**config.mk**
```make
export PLATFORM = sky130hd
export DESIGN_NAME = capc_ctrl
export DESIGN_NICKNAME = d
export VERILOG_FILES = /design/src/rtl/capc_pkg.sv /design/src/rtl/capc_ctrl.sv
export SDC_FILE = /design/constraint.sdc
export NUM_CORES = 1
export LEC_CHECK = 0
export ABC_AREA = 1
export BUFFER_PORTS_ARGS = -buffer_cell sky130_fd_sc_hd__buf_2
export CAP_MARGIN = 20
export CELL_PAD_IN_SITES_DETAIL_PLACEMENT = 2
export CELL_PAD_IN_SITES_GLOBAL_PLACEMENT = 2
export CORE_ASPECT_RATIO = 0.8
export CORE_MARGIN = 1
export CORE_UTILIZATION = 19
export DETAILED_ROUTE_END_ITERATION = 8
export GPL_ROUTABILITY_DRIVEN = 1
export PLACE_DENSITY = 0.73
export SETUP_SLACK_MARGIN = 0.3
export SLEW_MARGIN = 20
export SYNTH_ARGS = -nofsm -noshare
export SYNTH_HDL_FRONTEND = slang
export SYNTH_SLANG_ARGS = --single-unit
```
**constraint.sdc**
```tcl
create_clock -name clk -period 1.15 [get_ports clk]
set_clock_uncertainty 0.1 [all_clocks]
set_input_delay 0.115 -clock clk [delete_from_list [all_inputs] [get_ports clk]]
set_output_delay 0.115 -clock clk [all_outputs]
set_load 0.02 [all_outputs]
```
**src/rtl/capc_pkg.sv**
```systemverilog
// Shared types and constants for the consumption-aware page cache.
package capc_pkg;

    localparam int CACHE_ENTRIES = 16;
    localparam int FILE_PAGES    = 4096;
    localparam int IDX_W         = $clog2(CACHE_ENTRIES);
    localparam int CNT_W         = $clog2(CACHE_ENTRIES + 1);
    localparam int PAGE_W        = 12;
    localparam int REC_W         = 14;
    localparam int HITS_W        = 16;
    localparam int SLOT_W        = 4;
    localparam int CAP_W         = 5;
    localparam int PIDX_W        = $clog2(FILE_PAGES);
    localparam int CLR_W         = PIDX_W + 1;

    typedef enum logic [3:0] {
        ST_CLEAR,
        ST_IDLE,
        ST_SCAN,
        ST_DECIDE,
        ST_SHIFT,
        ST_LOAD,
        ST_BUMP,
        ST_RETIRE,
        ST_OUT
    } capc_state_t;

    // Controller to datapath
    typedef struct packed {
        logic clear_step;
        logic take;
        logic scan_step;
        logic decide;
        logic shift_step;
        logic load;
        logic bump;
        logic retire_step;
        logic retire_done;
        logic present;
    } capc_cmd_t;

    // Datapath to controller
    typedef struct packed {
        logic clear_done;
        logic scan_done;
        logic hit;
        logic shift_done;
        logic retire;
        logic retire_done;
        logic out_free;
    } capc_sts_t;

endpackage

```
**src/rtl/capc_ctrl.sv**
```systemverilog
// Sequencer for the page cache: clearing pass, search, shift, update, retirement, result.
module capc_ctrl (
    input  logic                 clk,
    input  logic                 rst_n,
    input  logic                 in_valid,
    output logic                 in_ready,
    input  capc_pkg::capc_sts_t  sts,
    output capc_pkg::capc_cmd_t  cmd
);
    import capc_pkg::*;

    capc_state_t state_reg, state_next;

    // State register
    always_ff @(posedge clk or negedge rst_n)
    begin
        if (!rst_n)
            state_reg <= ST_CLEAR;
        else
            state_reg <= state_next;
    end

    // Next state and commands
    always_comb
    begin
        state_next = state_reg;
        cmd        = '0;
        in_ready   = 1'b0;
        case (state_reg)
            ST_CLEAR:
            begin
                cmd.clear_step = 1'b1;
                if (sts.clear_done)
                    state_next = ST_IDLE;
            end
            ST_IDLE:
            begin
                in_ready = 1'b1;
                if (in_valid)
                begin
                    cmd.take   = 1'b1;
                    state_next = ST_SCAN;
                end
            end
            ST_SCAN:
            begin
                cmd.scan_step = 1'b1;
                if (sts.scan_done)
                    state_next = ST_DECIDE;
            end
            ST_DECIDE:
            begin
                cmd.decide = 1'b1;
                state_next = sts.hit ? ST_BUMP : ST_SHIFT;
            end
            ST_SHIFT:
            begin
                cmd.shift_step = 1'b1;
                if (sts.shift_done)
                    state_next = ST_LOAD;
            end
            ST_LOAD:
            begin
                cmd.load   = 1'b1;
                state_next = ST_BUMP;
            end
            ST_BUMP:
            begin
                cmd.bump   = 1'b1;
                state_next = ST_RETIRE;
            end
            ST_RETIRE:
            begin
                if (!sts.retire || sts.retire_done)
                begin
                    cmd.retire_done = sts.retire;
                    state_next      = ST_OUT;
                end
                else
                    cmd.retire_step = 1'b1;
            end
            ST_OUT:
            begin
                if (sts.out_free)
                begin
                    cmd.present = 1'b1;
                    state_next  = ST_IDLE;
                end
            end
            default:
                state_next = ST_IDLE;
        endcase
    end

endmodule

```
=== Word-level counts from Yosys, hierarchy flattened ===
Index checks and enable logic that the tools add are counted.

* Muxes and demuxes: 22
* Reductions and logical operators: 4
* Equality and inequality tests: 14

{| class="wikitable"
|+ Operator list
! kind !! count
|-
| $pmux 4 s9 || 1
|-
| $mux 4 || 6
|-
| $eq 4x3->1 const B || 4
|-
| $mux 1 || 13
|-
| $ne 2x2->1 const B || 6
|-
| $eq 4x2->1 const B || 2
|-
| $reduce_and 6->1 || 1
|-
| $eq 4x1->1 const B || 1
|-
| $eq 4x4->1 const B || 1
|-
| $logic_not 4->1 || 1
|-
| $mux 2 || 2
|-
| $logic_not 1->1 || 1
|-
| $logic_or 1x1->1 || 1
|}

* Input bits: 10
* Output and inout bits: 11
* Word-level logic and storage cells: 41
* Register bits after elaboration: 4

=== Longest topological paths before layout ===
* Depth after elaboration: 4
* Mapped depth: 9
* Mapped depth without buffers: 8

=== Least setup slack after synthesis ===
No wires, ideal clock.

* Path type: reg2out
* Start: reg state_reg[3]
* End: out cmd[7] (netlist bit)
* Data required time: 935 ps
* Arrival: 1,137 ps
* Stages on the path, launching flop included: 4
* Setup slack: -202 ps
* Path buffers: 0
* Cell sequence: dfrtp_1 -> nor2_2 -> inv_1 -> nor3_1

{| class="wikitable"
|+ RTL lines
! what !! line !! RTL
|-
| from (decl) || capc_ctrl.sv:12 || <nowiki>capc_state_t state_reg, state_next;</nowiki>
|-
| from (signal assigned) || capc_ctrl.sv:20 || <nowiki>state_reg <= state_next;</nowiki>
|-
| to (decl) || capc_ctrl.sv:8 || <nowiki>output capc_pkg::capc_cmd_t cmd</nowiki>
|}

==> results.ini <==
[run_status]
status=finished with violations
violations=negative setup slack

[clock_network]
cts.clk_slew.worst_paths_ns=0.04
clkSinkCount=4
cts_buffer_depth=2
cts_tree=built
clk_latency_ns=0.24
cts_root_buffer=clkbuf_4
h-tree-depth=1
cts_made_buffers=3

[floorplan]
die-height_um=44.8
num_rows=15
initial_core_util_pct=20.1
num_io_pins=21
dieArea_um2=2480
die_width_um=55.4
coreArea_um2=2160

[worst_setup_path]
crit_path_start_kind=flip-flop
reg2reg_depth=9
cp_data_required_time_ns=0.94
crit_type=reg -> out
worst_setup_path_end_kind=primary output
r2r_end=state_reg[1]
arrival_ns=1.28
cp_max_fo=4
r2r-start=state_reg[1]
reg2reg_slack_ns=-0.34

[synthesis]
netlist_area_um2=434
yosysTopAreaCell=dfrtp_1
syn_nets=79
ys_ff_latch=4
postSynthCellCount=69
synth_edf_count=0
synth_most_common_cell=inv_1
ys_top_cells_by_area=dfrtp_1 (23%), inv_1 (14%), nand2_1 (13%)
yosysUniqueCellTypes=16
syn_area_per_cell_um2=6.29
yosys_most_used_dff=dfrtp_1
async_flop_share_pct=100
seq_area_frac_synth_pct=23.1
yosysTopAreaCellShare_pct=23.1
ys_top_cells_by_count=inv_1 (16), nand2_1 (15), nand3_1 (7), nor2_1 (7)
yosysWarningCount=0

[route]
num_vias=591
highest_layer=met4
routedWlPerCell_um=13.2
wl_met3_um=62
drt.antenna.violating_nets=0
finalWirelength_um=1770
initialDrtViolationCount=12
vias_per_cell=4.41
wl_met1_um=738
met2_length_um=961
drcViolationCount=0
dr.pass1.iters=4

[global_routing]
grt_max_degree=8
grt_use_total_pct=14.6
grt_first_pass_wirelength_um=2800
globalRouteOverflowTotal=0
antenna_found_initial=0
grt_pass1_vias=600

[min_path]
min_path_type=in -> async

[power_and_ir_drop]
power.density_nw_per_um2=2930
peakVddDrop_mv=1.26
p_total_mw=2.54
leakagePower_nw=0.470

[timing]
timing.final.ws_setup_ns=-0.341
setup_viol=15
worstMarginPinSlew_ns=0.175
max_freq_mhz=671
fin_crit_sh_pct=130
drv_slew=0
hold_viol=0
rsz0062_at_grt=true
fin_crit_ns=1.49
max_slew_margin_pct=88.2

[place]
dp_hpwl_um=1270
dp.cells=121
gp_congestion=0.802
portBuffers=20

[layout]
drive_gt1_share_pct=69.7
fillerInstances=251
largest_reg_flops=4
nNetsFinal=120
fin_cells=134
diodes=0
syn2layout_area_growth_pct=99.7

[job]
drv_cap=0

layer usage:
layer	vias up	track usage, %
li1	285	-
met1	289	18.3
met2	15	27.7
met3	2	1.72
met4	0	3.00
met5	-	0
cell families (layout without fill, tap and decap cells):
logic type	count (synthesis)	count (layout)	synth area share, %
flops	4	4	23.1
compound gates	2	2	2.30
buf+inv	18	58	17.3
simple gates	45	45	57.3
cell type report:
cell class / instances / area [µm²] / share of cell area [%]
tap: 25 / 31.3 / 3.61
clock buffer: 4 / 26.3 / 3.03
multi-input combinational: 47 / 340 / 39.2
timing repair buffer: 37 / 295 / 34.1
sequential: 4 / 103 / 11.8
inverter: 17 / 71.3 / 8.23
metrics by stage:
step                hold WS, ns  area, µm²  TNS, ns  utilization, %  setup WS [ns]
finish                   0.0973        867    -4.54            40.2         -0.341
global placement         -0.174        653    -1.87            30.3         -0.252
global route              0.112        867    -5.50            40.2         -0.412
CTS                      0.0947        790    -4.26            36.6         -0.322
floorplan                -0.281        473   -0.491               -        -0.0961
detailed placement       -0.174        653    -2.07            30.3         -0.261
worst max-delay path by stage:
stage,end,from,cells past startpoint,slack [ns]
detailed placement,state_reg[3],state_reg[0],6,-0.26
finish,cmd[4],state_reg[3],5,-0.34
global placement,state_reg[3],state_reg[0],6,-0.25
floorplan,state_reg[1],state_reg[0],9,-0.1
global route,state_reg[1],state_reg[1],9,-0.41
CTS,cmd[3],state_reg[3],5,-0.32
what timing repair did:
item                       in CTS  in global routing
resized for setup              28                 13
buffers inserted                4                  4
setup endpoints to repair      15                 15
hold buffers                    1                  0
pin swaps                       5                  9
hold endpoints to repair        4                  0
placed cells by master, fill, tap and decap left out, drive strengths merged:
| master | n |
|---|---|
| buf | 36 |
| nand2 | 19 |
| inv | 17 |
| nor2 | 14 |
| nand3 | 8 |
| clkbuf | 4 |
| dfrtp | 4 |
| nor3 | 3 |
| a21oi | 1 |
| o21ai | 1 |
| nand3b | 1 |
| dlygate4sd3 | 1 |
critical path, cell delays in order (launching register included):
cell and delay, ns:
dfrtp_1 0.39, buf_6 0.14, nor2_4 0.17, inv_4 0.07, nor3_2 0.10, buf_4 0.16
power by group:
| group | internal [mW] | switching, mW | leakage, nW |
|---|---|---|---|
| Combinational | 0.884 | 1.11 | 0.407 |
| Sequential | 0.219 | 0.121 | 0.0477 |
| Clock | 0.131 | 0.0721 | 0.0150 |
| Total | 1.23 | 1.31 | 0.470 |
(Power assumes the default switching activity.)
